[config.mk]
export PLATFORM = sky130hd
export DESIGN_NAME = jtag_tap_shift_sequencer
export DESIGN_NICKNAME = d
export VERILOG_FILES = /design/src/design/jtts_pkg.sv /design/src/design/jtts_ctrl.sv /design/src/design/jtts_dp.sv /design/src/design/jtag_tap_shift_sequencer.sv
export SDC_FILE = /design/constraint.sdc
export NUM_CORES = 1
export LEC_CHECK = 0
export BUFFER_PORTS_ARGS = -buffer_cell sky130_fd_sc_hd__buf_2
export CAP_MARGIN = 25
export CORE_AREA = 2 2 84 86
export CTS_CLUSTER_DIAMETER = 30
export CTS_CLUSTER_SIZE = 12
export DETAILED_ROUTE_END_ITERATION = 6
export DIE_AREA = 0 0 86 88
export GPL_ROUTABILITY_DRIVEN = 0
export HOLD_SLACK_MARGIN = 0.15
export PLACE_DENSITY = 0.75
export SLEW_MARGIN = 20
export SYNTH_ARGS = -nofsm -noshare
export SYNTH_HDL_FRONTEND = slang
export SYNTH_SLANG_ARGS = --single-unit
[constraint.sdc]
create_clock -name clk -period 2.7 [get_ports clk]
set_input_delay 0.135 -clock clk [delete_from_list [all_inputs] [get_ports clk]]
set_output_delay 0.135 -clock clk [all_outputs]
set_load 0.01 [all_outputs]
[src/design/jtts_pkg.sv]
// Shared types, constants and TMS pattern tables for the JTAG TAP shift sequencer.
// Used by jtts_ctrl, jtts_dp and jtag_tap_shift_sequencer; no dependencies.
package jtts_pkg;

    localparam int WORD_BITS = 32;
    localparam int CNT_W     = $clog2(WORD_BITS + 1);
    localparam int IDX_W     = 3;
    localparam int CMD_W     = 3;

    // Stream widths: data word and bit count packed, padded to whole bytes
    localparam int IN_TDATA_W  = ((WORD_BITS + CNT_W + 7) / 8) * 8;
    localparam int IN_TUSER_W  = CMD_W + 1;
    localparam int OUT_TDATA_W = 8;

    localparam logic [CMD_W-1:0] CMD_RESET    = 3'd0;
    localparam logic [CMD_W-1:0] CMD_IR       = 3'd1;
    localparam logic [CMD_W-1:0] CMD_DR       = 3'd2;
    localparam logic [CMD_W-1:0] CMD_IR_PAUSE = 3'd3;
    localparam logic [CMD_W-1:0] CMD_DR_PAUSE = 3'd4;

    localparam logic [IDX_W-1:0] RESET_LAST_IDX = 3'd5;  // five TMS-high steps, then one low
    localparam logic [IDX_W-1:0] TAIL_LAST_IDX  = 3'd1;

    typedef enum logic [2:0] {
        ST_IDLE,
        ST_RESET,
        ST_HDR,
        ST_DATA,
        ST_TAIL
    } state_t;

    typedef enum logic [1:0] {
        SEL_RESET,
        SEL_HDR,
        SEL_DATA,
        SEL_TAIL
    } step_sel_t;

    typedef struct packed {
        logic      load;
        logic      emit;
        step_sel_t sel;
        logic      idx_clr;
        logic      last_step;
    } dp_cmd_t;

    typedef struct packed {
        logic in_known;
        logic in_reset;
        logic in_first;
        logic in_has_data;
        logic in_last;
        logic reset_end;
        logic hdr_end;
        logic data_end;
        logic tail_end;
        logic has_data;
        logic last;
        logic out_free;
    } dp_stat_t;

    function automatic logic [IDX_W-1:0] hdr_len(input logic [CMD_W-1:0] cmd);
        logic [IDX_W-1:0] len;
        unique case (cmd)
            CMD_DR:  len = 3'd4;
            default: len = 3'd5;
        endcase
        return len;
    endfunction

    function automatic logic hdr_tms(input logic [CMD_W-1:0] cmd, input logic [IDX_W-1:0] idx);
        logic [4:0] pat;
        unique case (cmd)
            CMD_IR, CMD_IR_PAUSE: pat = 5'b00110;
            CMD_DR:               pat = 5'b00010;
            CMD_DR_PAUSE:         pat = 5'b00111;
            default:              pat = 5'b00000;
        endcase
        return (idx < 3'd5) ? pat[idx] : 1'b0;
    endfunction

    function automatic logic tail_tms(input logic [CMD_W-1:0] cmd, input logic [IDX_W-1:0] idx);
        logic [1:0] pat;
        unique case (cmd)
            CMD_IR, CMD_DR, CMD_DR_PAUSE: pat = 2'b01;
            default:                      pat = 2'b00;
        endcase
        return (idx == '0) ? pat[0] : pat[1];
    endfunction

endpackage

[src/design/jtts_ctrl.sv]
// Controller state machine of the JTAG TAP shift sequencer: walks reset,
// header, data and tail phases. Depends on jtts_pkg.
module jtts_ctrl
    import jtts_pkg::*;
(
    input  logic     clk,
    input  logic     rst_n,
    input  logic     in_valid,
    output logic     in_ready,
    input  dp_stat_t stat,
    output dp_cmd_t  cmd
);

    state_t state_reg;
    state_t state_next;

    always_ff @(posedge clk or negedge rst_n)
    begin
        if (!rst_n)
        begin
            state_reg <= ST_IDLE;
        end
        else
        begin
            state_reg <= state_next;
        end
    end

    always_comb
    begin
        state_next = state_reg;
        unique case (state_reg)
            ST_IDLE:
            begin
                if (in_valid && stat.in_known)
                begin
                    if (stat.in_reset)
                        state_next = ST_RESET;
                    else if (stat.in_first)
                        state_next = ST_HDR;
                    else if (stat.in_has_data)
                        state_next = ST_DATA;
                    else if (stat.in_last)
                        state_next = ST_TAIL;
                end
            end
            ST_RESET:
            begin
                if (stat.out_free && stat.reset_end)
                    state_next = ST_IDLE;
            end
            ST_HDR:
            begin
                if (stat.out_free && stat.hdr_end)
                begin
                    if (stat.has_data)
                        state_next = ST_DATA;
                    else if (stat.last)
                        state_next = ST_TAIL;
                    else
                        state_next = ST_IDLE;
                end
            end
            ST_DATA:
            begin
                if (stat.out_free && stat.data_end)
                    state_next = stat.last ? ST_TAIL : ST_IDLE;
            end
            ST_TAIL:
            begin
                if (stat.out_free && stat.tail_end)
                    state_next = ST_IDLE;
            end
            default: state_next = ST_IDLE;
        endcase
    end

    always_comb
    begin
        in_ready      = 1'b0;
        cmd.load      = 1'b0;
        cmd.emit      = 1'b0;
        cmd.sel       = SEL_RESET;
        cmd.idx_clr   = 1'b0;
        cmd.last_step = 1'b0;
        unique case (state_reg)
            ST_IDLE:
            begin
                in_ready = 1'b1;
                cmd.load = in_valid;
            end
            ST_RESET:
            begin
                cmd.emit      = stat.out_free;
                cmd.sel       = SEL_RESET;
                cmd.idx_clr   = stat.reset_end;
                cmd.last_step = stat.reset_end;
            end
            ST_HDR:
            begin
                cmd.emit      = stat.out_free;
                cmd.sel       = SEL_HDR;
                cmd.idx_clr   = stat.hdr_end;
                cmd.last_step = stat.hdr_end && !stat.has_data && !stat.last;
            end
            ST_DATA:
            begin
                cmd.emit      = stat.out_free;
                cmd.sel       = SEL_DATA;
                // hold the step index at zero so the tail starts at its first step
                cmd.idx_clr   = 1'b1;
                cmd.last_step = stat.data_end && !stat.last;
            end
            ST_TAIL:
            begin
                cmd.emit      = stat.out_free;
                cmd.sel       = SEL_TAIL;
                cmd.idx_clr   = stat.tail_end;
                cmd.last_step = stat.tail_end;
            end
            default:
            begin
                in_ready = 1'b0;
            end
        endcase
    end

endmodule

[src/design/jtts_dp.sv]
// Datapath of the JTAG TAP shift sequencer: item registers, data shifter,
// step counters and the output step register. Depends on jtts_pkg.
module jtts_dp
    import jtts_pkg::*;
(
    input  logic                 clk,
    input  logic                 rst_n,
    input  logic [CMD_W-1:0]     in_command,
    input  logic [WORD_BITS-1:0] in_data_word,
    input  logic [CNT_W-1:0]     in_bit_count,
    input  logic                 in_first,
    input  logic                 in_last,
    input  dp_cmd_t              cmd,
    output dp_stat_t             stat,
    output logic                 out_valid,
    input  logic                 out_ready,
    output logic                 out_tms,
    output logic                 out_tdi,
    output logic                 out_last_step
);

    logic [CMD_W-1:0]     cmd_reg,  cmd_next;
    logic [WORD_BITS-1:0] data_reg, data_next;
    logic [CNT_W-1:0]     rem_reg,  rem_next;
    logic [IDX_W-1:0]     idx_reg,  idx_next;
    logic                 last_reg, last_next;
    logic                 valid_reg, valid_next;
    logic                 tms_reg, tms_next;
    logic                 tdi_reg, tdi_next;
    logic                 lstep_reg, lstep_next;
    logic [CNT_W-1:0]     count_sat;
    logic                 step_tms;
    logic                 step_tdi;

    // Saturate oversized counts to the word width
    assign count_sat = (in_bit_count > CNT_W'(WORD_BITS)) ? CNT_W'(WORD_BITS) : in_bit_count;

    always_comb
    begin
        stat.in_known    = (in_command <= CMD_DR_PAUSE);
        stat.in_reset    = (in_command == CMD_RESET);
        stat.in_first    = in_first;
        stat.in_has_data = (count_sat != '0);
        stat.in_last     = in_last;
        stat.reset_end   = (idx_reg == RESET_LAST_IDX);
        stat.hdr_end     = (idx_reg == hdr_len(cmd_reg) - 3'd1);
        stat.data_end    = (rem_reg == CNT_W'(1));
        stat.tail_end    = (idx_reg == TAIL_LAST_IDX);
        stat.has_data    = (rem_reg != '0);
        stat.last        = last_reg;
        stat.out_free    = !valid_reg || out_ready;
    end

    always_comb
    begin
        step_tms = 1'b0;
        step_tdi = 1'b0;
        case (cmd.sel)
            SEL_RESET: step_tms = (idx_reg != RESET_LAST_IDX);
            SEL_HDR:   step_tms = hdr_tms(cmd_reg, idx_reg);
            SEL_DATA:
            begin
                step_tms = last_reg && (rem_reg == CNT_W'(1));
                step_tdi = data_reg[0];
            end
            SEL_TAIL:  step_tms = tail_tms(cmd_reg, idx_reg);
            default:   step_tms = 1'b0;
        endcase
    end

    always_comb
    begin
        cmd_next   = cmd_reg;
        data_next  = data_reg;
        rem_next   = rem_reg;
        idx_next   = idx_reg;
        last_next  = last_reg;
        valid_next = valid_reg;
        tms_next   = tms_reg;
        tdi_next   = tdi_reg;
        lstep_next = lstep_reg;

        if (cmd.load)
        begin
            cmd_next  = in_command;
            data_next = in_data_word;
            rem_next  = count_sat;
            last_next = in_last;
            idx_next  = '0;
        end
        else if (cmd.emit)
        begin
            idx_next = cmd.idx_clr ? '0 : idx_reg + 3'd1;
            if (cmd.sel == SEL_DATA)
            begin
                // advance to the next data bit
                data_next = data_reg >> 1;
                rem_next  = rem_reg - CNT_W'(1);
            end
        end

        if (cmd.emit)
        begin
            valid_next = 1'b1;
            tms_next   = step_tms;
            tdi_next   = step_tdi;
            lstep_next = cmd.last_step;
        end
        else if (out_ready)
        begin
            valid_next = 1'b0;
        end
    end

    always_ff @(posedge clk or negedge rst_n)
    begin
        if (!rst_n)
        begin
            valid_reg <= 1'b0;
            idx_reg   <= '0;
            rem_reg   <= '0;
            last_reg  <= 1'b0;
            cmd_reg   <= CMD_RESET;
        end
        else
        begin
            valid_reg <= valid_next;
            idx_reg   <= idx_next;
            rem_reg   <= rem_next;
            last_reg  <= last_next;
            cmd_reg   <= cmd_next;
        end
    end

    always_ff @(posedge clk)
    begin
        data_reg  <= data_next;
        tms_reg   <= tms_next;
        tdi_reg   <= tdi_next;
        lstep_reg <= lstep_next;
    end

    assign out_valid     = valid_reg;
    assign out_tms       = tms_reg;
    assign out_tdi       = tdi_reg;
    assign out_last_step = lstep_reg;

endmodule

[src/design/jtag_tap_shift_sequencer.sv]
// JTAG TAP shift sequencer: one TCK step (TMS, TDI) per cycle from each command item,
// while m_axis_tready does not stall the output. An accepted item is captured into the
// item registers, and its first step is then registered in the output step register.
// An item gives at most 39 steps (5 header + 32 data + 2 tail); a new item is taken only in idle.
// Reset: rst_n asynchronous active low; returns to idle and drops any pending step.
// Top level; depends on jtts_pkg, jtts_ctrl and jtts_dp.
module jtag_tap_shift_sequencer
    import jtts_pkg::*;
(
    input  logic                   clk,
    input  logic                   rst_n,
    input  logic                   s_axis_tvalid,
    output logic                   s_axis_tready,
    input  logic [IN_TDATA_W-1:0]  s_axis_tdata,   // data_word, bit_count, zero pad
    input  logic [IN_TUSER_W-1:0]  s_axis_tuser,   // command, first_chunk
    input  logic                   s_axis_tlast,   // last_chunk
    output logic                   m_axis_tvalid,
    input  logic                   m_axis_tready,
    output logic [OUT_TDATA_W-1:0] m_axis_tdata,   // tms, tdi, zero pad
    output logic                   m_axis_tlast    // last_step
);

    dp_cmd_t  dp_cmd;
    dp_stat_t dp_stat;
    logic     tms;
    logic     tdi;

    jtts_ctrl u_ctrl (
        .clk      (clk),
        .rst_n    (rst_n),
        .in_valid (s_axis_tvalid),
        .in_ready (s_axis_tready),
        .stat     (dp_stat),
        .cmd      (dp_cmd)
    );

    jtts_dp u_dp (
        .clk           (clk),
        .rst_n         (rst_n),
        .in_command    (s_axis_tuser[CMD_W-1:0]),
        .in_data_word  (s_axis_tdata[WORD_BITS-1:0]),
        .in_bit_count  (s_axis_tdata[WORD_BITS +: CNT_W]),
        .in_first      (s_axis_tuser[CMD_W]),
        .in_last       (s_axis_tlast),
        .cmd           (dp_cmd),
        .stat          (dp_stat),
        .out_valid     (m_axis_tvalid),
        .out_ready     (m_axis_tready),
        .out_tms       (tms),
        .out_tdi       (tdi),
        .out_last_step (m_axis_tlast)
    );

    assign m_axis_tdata = {{(OUT_TDATA_W - 2){1'b0}}, tdi, tms};

endmodule
# == Word level (Yosys, flattened, before mapping) ==
# Cells that the tools add are included.
# word_totals
out_inout_bits,11
input_bits,49
wordCells,101
reg_bits,52
# classes
addsub,3
order_cmp,4
n_eq_ne,22
n_reduce_logical,26
muxes,36
# op_table
operator,count
$mux W32,3
$mux W3,14
$mux W6,4
$pmux W5 S4,1
$pmux W3 S5,1
$eq A3 B2 Y1 const B,4
$reduce_bool A6 Y1,2
$ne A2 B1 Y1 const B,5
$eq A3 B1 Y1 const B,3
$eq A3 B3 Y1 const B,3
$logic_and A1 B1 Y1,9
$logic_not A3 Y1,3
$mux W1,9
$pmux W3 S3,1
$eq A6 B1 Y1 const B,1
$gt A6 B6 Y1 const B,1
$reduce_and A6 Y1,1
$reduce_bool A2 Y1,3
$sub A6 B1 Y6 const B,1
$mux W5,1
$ne A5 B5 Y1 const B,1
$eq A2 B2 Y1 const B,2
$lt A3 B4 Y1 const B,1
$pmux W1 S4,1
14 further kinds,16

# == Longest topological paths before layout ==
# logic_depth
word_depth,13
depth_mapped,8
mapped_depth_nobuf,7

# == By module ==
# A second synthesis with hierarchy kept.
# unflattened
cells_unflattened,242
area_unflattened_um2,2881.5
# by_module_without_submodules
mod,cells_per_inst,instances,seq_area_each_um2,area_each_um2
jtts_dp,180,1,1401.3,2406.1
jtts_ctrl,53,1,75.1,411.6
jtag_tap_shift_sequencer,9,1,0.0,63.8

# == Worst setup path before layout ==
# OpenSTA, ideal clock, no wires.
# synth_timing
kind,reg-to-reg
startpoint,reg u_ctrl.state_reg[0]
endpoint,reg u_dp.rem_reg[3]
path_buffers,1
setup_time_ns,0.099
synth_period_minus_slack_ns,2.413
required_time_ns,2.601
arrival_time_ns,2.314
path_slack_ns,0.287
path_stages_with_launch,9
path_cell_list,dfrtp_1 -> or3_1 -> buf_2 -> inv_1 -> nand2_1 -> nand2_1 -> o21a_1 -> nor2_1 -> a311oi_1
# synth_between
elab_chain_len,5
word_cells_on_any_way,12
cone_classes,eq/ne: 5; mux: 3; reduce/logical: 4
# synth_lines
element,line_no,rtl
start: declaration,jtts_ctrl.sv:14,state_t state_reg;
start signal: assignment,jtts_ctrl.sv:25,state_reg <= state_next;
$eq A3 B3 Y1 (tied with other cells),jtts_ctrl.sv:86,unique case (state_reg)
$pmux W5 S4,jtts_ctrl.sv:86,
$eq A2 B2 Y1,jtts_dp.sv:94,if (cmd.sel == SEL_DATA)
$reduce_bool A2 Y1 (no line),n/a,
$reduce_and A2 Y1 (no line),n/a,
end signal: assignment,jtts_dp.sv:129,rem_reg <= rem_next;
end: declaration,jtts_dp.sv:24,"logic [CNT_W-1:0] rem_reg, rem_next;"
# Parallel ways exist; a longest one is shown, timed or not.
# A chain may end at the register's enable or synchronous reset.

# == Final worst setup path ==
# layout_timing
startpoint,in s_axis_tdata[32]
endpoint,reg u_ctrl.state_reg[2]
# layout_between
elab_chain_len,8
word_cells_on_any_way,10
cone_classes,order compare: 1; eq/ne: 1; mux: 6; reduce/logical: 2
# layout_lines
element,line_no,rtl
start: declaration,jtag_tap_shift_sequencer.sv:14,"input logic [IN_TDATA_W-1:0] s_axis_tdata,"
$gt A6 B6 Y1,jtts_dp.sv:36,assign count_sat = (in_bit_count > CNT_W'(WORD_BITS)) ? CNT_W'(WORD_BITS) : in_bit_count;
$mux W6 *,jtts_dp.sv:36,
$reduce_bool A6 Y1 *,jtts_dp.sv:43,stat.in_has_data = (count_sat != '0);
$mux W3,jtts_ctrl.sv:41,else if (stat.in_has_data)
$mux W3,jtts_ctrl.sv:39,else if (stat.in_first)
$mux W3,jtts_ctrl.sv:37,if (stat.in_reset)
$mux W3,jtts_ctrl.sv:35,if (in_valid && stat.in_known)
$pmux W3 S5,jtts_ctrl.sv:32,unique case (state_reg)
# Every way passes the cells marked *; elsewhere a longest branch is shown, timed or not. The select of a mux whose other input is x is not followed.

==> metrics.yaml <==
status: "complete, no violations"
clock_path_buffers: 2
post-route-util_pct: 55.6
synthCells: 317
total_leakage_power_uw: 0.00168
crit_required_ps: 2930
power_uw: 3550
startpoint: "s_axis_tdata[32]"
seq_area_sq_um: 1480
r2r_cells: 7
core_area_sq_um: 6640
period_needed_ps: 2090
regToRegStartpoint: "u_ctrl.state_reg[1]"
async_flop_share_pct: 32.7
antenna_left: 0
grt_antenna_before_repair: 0
max-vdd-ir-drop_uv: 488
period_share_pct: 77.3
ys_seq_area_share_pct: 51.0
h-tree-depth: 2
switchingPower_uw: 1390
min_to: "u_dp.rem_reg[3]"
netlist_area_sq_um: 2900
skew_ps: 12.0
mostFrequentLayoutCells: "nand2_1, buf_2, dlygate4sd3_1"
start_util_pct: 43.6
dr.first_iter.drc_count: 232
grt_use_total_pct: 18.3
vias: 2455
seq_power_share_pct: 43.3
largest_reg_flops: 32
end_kind: "register"
whs_path_depth: 3
clock-sinks: 52
hp-start: "s_axis_tdata[35]"
cp_max_fo: 3
ios: 60
rsz0062_at_grt: "no"
cts_made_buffers: 5
cp.arrival_ps: 2320
nets: 460
yosysUniqueCellTypes: 51
fill_cells: 578
internal_power_uw: 2160
routed_wirelength_microns: 6530
power_density_nw_per_um2: 961
power_frac_comb_pct: 44.0
hold_violations: 0
drv_slew: 0
overflow: 0
die_h_microns: 88
hold_class: "primary input to register"
setup_viol: 0
numPortBuffers: 51
fmax_mhz: 479
cts_tree: "done"
crit_type: "primary input to register"
firstDrtPassIters: 5
multi_input_area_sq_um: 1250
synth-edff-count: 35
ys_ff_latch: 52
first_global_vias: 2264
setup_slack_ps: 613
pwr-share-clk_pct: 12.7
via_per_inst: 5.05
clock_latency_ps: 310
drive_gt1_share_pct: 18.7
worst_pin_slew_ps: 543
die_x_microns: 86
clk_pin_slew_worst_paths_ps: 90
root_buffer: "clkbuf_8"
post_drt_wl_per_cell_microns: 13.4
ys_warn_count: 0
max_cap_viol_count: 0
drc: 0
worstReg2RegEnd: "u_dp.rem_reg[3]"
syn_avg_cell_area_sq_um: 9.13
synth-main-ff-cell: "edfxtp_1"
grt_pass1_wl_microns: 10800
die-area_sq_um: 7570
synthToLayoutAreaGrowth_pct: 27.5
p_sw_share_pct: 39.1
pre_cts_ws_ps: 709
diodes: 0
tns_ps: 0
cts_setup_buffers: 0
critPathLaunchType: "primary input"
final_common_cell: "nand2_1"
grt_max_degree: 38
rrSetupSlack_ps: 660
place_hpwl_microns: 4240
num_rows: 30
maxSlewHeadroom_pct: 63.5
==> worst max-delay path by stage <==
| stage | slack [ps] | end | depth (start not counted) |
|---|---|---|---|
| detailed placement | 710 | u_dp.rem_reg[3] | 7 |
| global placement | 750 | u_dp.data_reg[8] | 5 |
| global route | 500 | u_dp.rem_reg[3] | 7 |
| CTS | 620 | u_ctrl.state_reg[0] | 8 |
| finish | 610 | u_ctrl.state_reg[2] | 8 |
| floorplan | 290 | u_dp.rem_reg[3] | 8 |
==> synth_stat cells (2+ instances only) <==
cell type / n / area, sq um
ha_1: 6 / 75.1
nand2b_1: 2 / 12.5
a31oi_1: 4 / 25.0
and3b_1: 2 / 17.5
nand3_1: 7 / 35.0
clkbuf_1: 6 / 22.5
and3_1: 4 / 25.0
buf_4: 8 / 60.1
o31ai_1: 2 / 15.0
edfxtp_1: 35 / 1050
xor2_1: 2 / 17.5
nor3_1: 9 / 45.0
a32oi_1: 3 / 26.3
o21ai_0: 12 / 60.1
o211ai_1: 2 / 15.0
a21o_1: 3 / 22.5
nand2_1: 121 / 454
buf_2: 7 / 35.0
nor3b_1: 3 / 22.5
nand4_1: 2 / 12.5
inv_1: 8 / 30.0
a21oi_1: 8 / 40.0
nor2_1: 10 / 37.5
nor2b_1: 3 / 18.8
o21a_1: 2 / 15.0
or3_1: 2 / 12.5
buf_6: 2 / 22.5
mux2i_1: 3 / 30.0
dfrtp_1: 17 / 425
==> layer usage <==
layer	routed length, microns	track usage, %	up-vias	part of all wire [%]
met5	0	0	-	0
met4	79	5.63	0	1.2
met3	273	2.92	5	4.2
met2	3210	29.7	63	49
met1	2970	25.4	1140	45
li1	-	-	1247	-
==> power by group through the flow <==
stage | sequential (uW) | clock, uW | combinational (uW)
after floorplan | 1530 | 0 | 1170
after global placement | 1530 | 0 | 1470
after detailed placement | 1550 | 0 | 1500
after CTS | 1530 | 465 | 1560
after global routing | 1570 | 495 | 1770
final | 1540 | 452 | 1560
==> stage by stage <==
stage	hold WS, ps	cells	cell area, sq um
2_1_floorplan	-161	322	2910
3_3_place_gp	84.1	436	3180
3_5_place_dp	91.1	436	3180
4_1_cts	158	486	3690
5_1_grt	204	486	3690
6_report	172	486	3690
==> worst max-delay path, cell delays in order <==
cell,delay (ps)
dlygate4sd3_1,530
buf_2,130
or4_4,550
nor4_4,240
nand3_1,120
a211oi_1,310
a32oi_1,160
a21oi_1,140
==> layout make-up <==
cell class | count | share of cell area, %
sequential | 52 | 40.0
multi-input combinational | 238 | 34.0
timing repair buffer | 100 | 20.1
tap | 80 | 2.71
clock buffer | 5 | 1.86
inverter | 8 | 0.813
clock inverter | 3 | 0.610
==> cells by family (layout without fill, tap and decap cells) <==
| kind of cell | count (synthesis) | in the layout | synth area share (%) |
|---|---|---|---|
| buffers and inverters | 32 | 116 | 6.35 |
| DFF | 52 | 52 | 51.0 |
| xor gates and xnor gates | 3 | 3 | 0.908 |
| and+or+nand+nor | 174 | 174 | 27.0 |
| adders and majority gates | 6 | 6 | 2.59 |
| AOI/OAI and AO/OA | 45 | 45 | 10.5 |
| other | 1 | 6 | 0.130 |
| muxes | 4 | 4 | 1.56 |
==> repair_timing <==
| action | 4_1_cts | 5_1_grt |
|---|---|---|
| resized for setup | 0 | 0 |
| hold buffers | 42 | 0 |
| endpoints found under the hold margin | 58 | 0 |
| endpoints found under the setup margin | 0 | 0 |
Note: power is estimated with default switching activity, not from simulation.
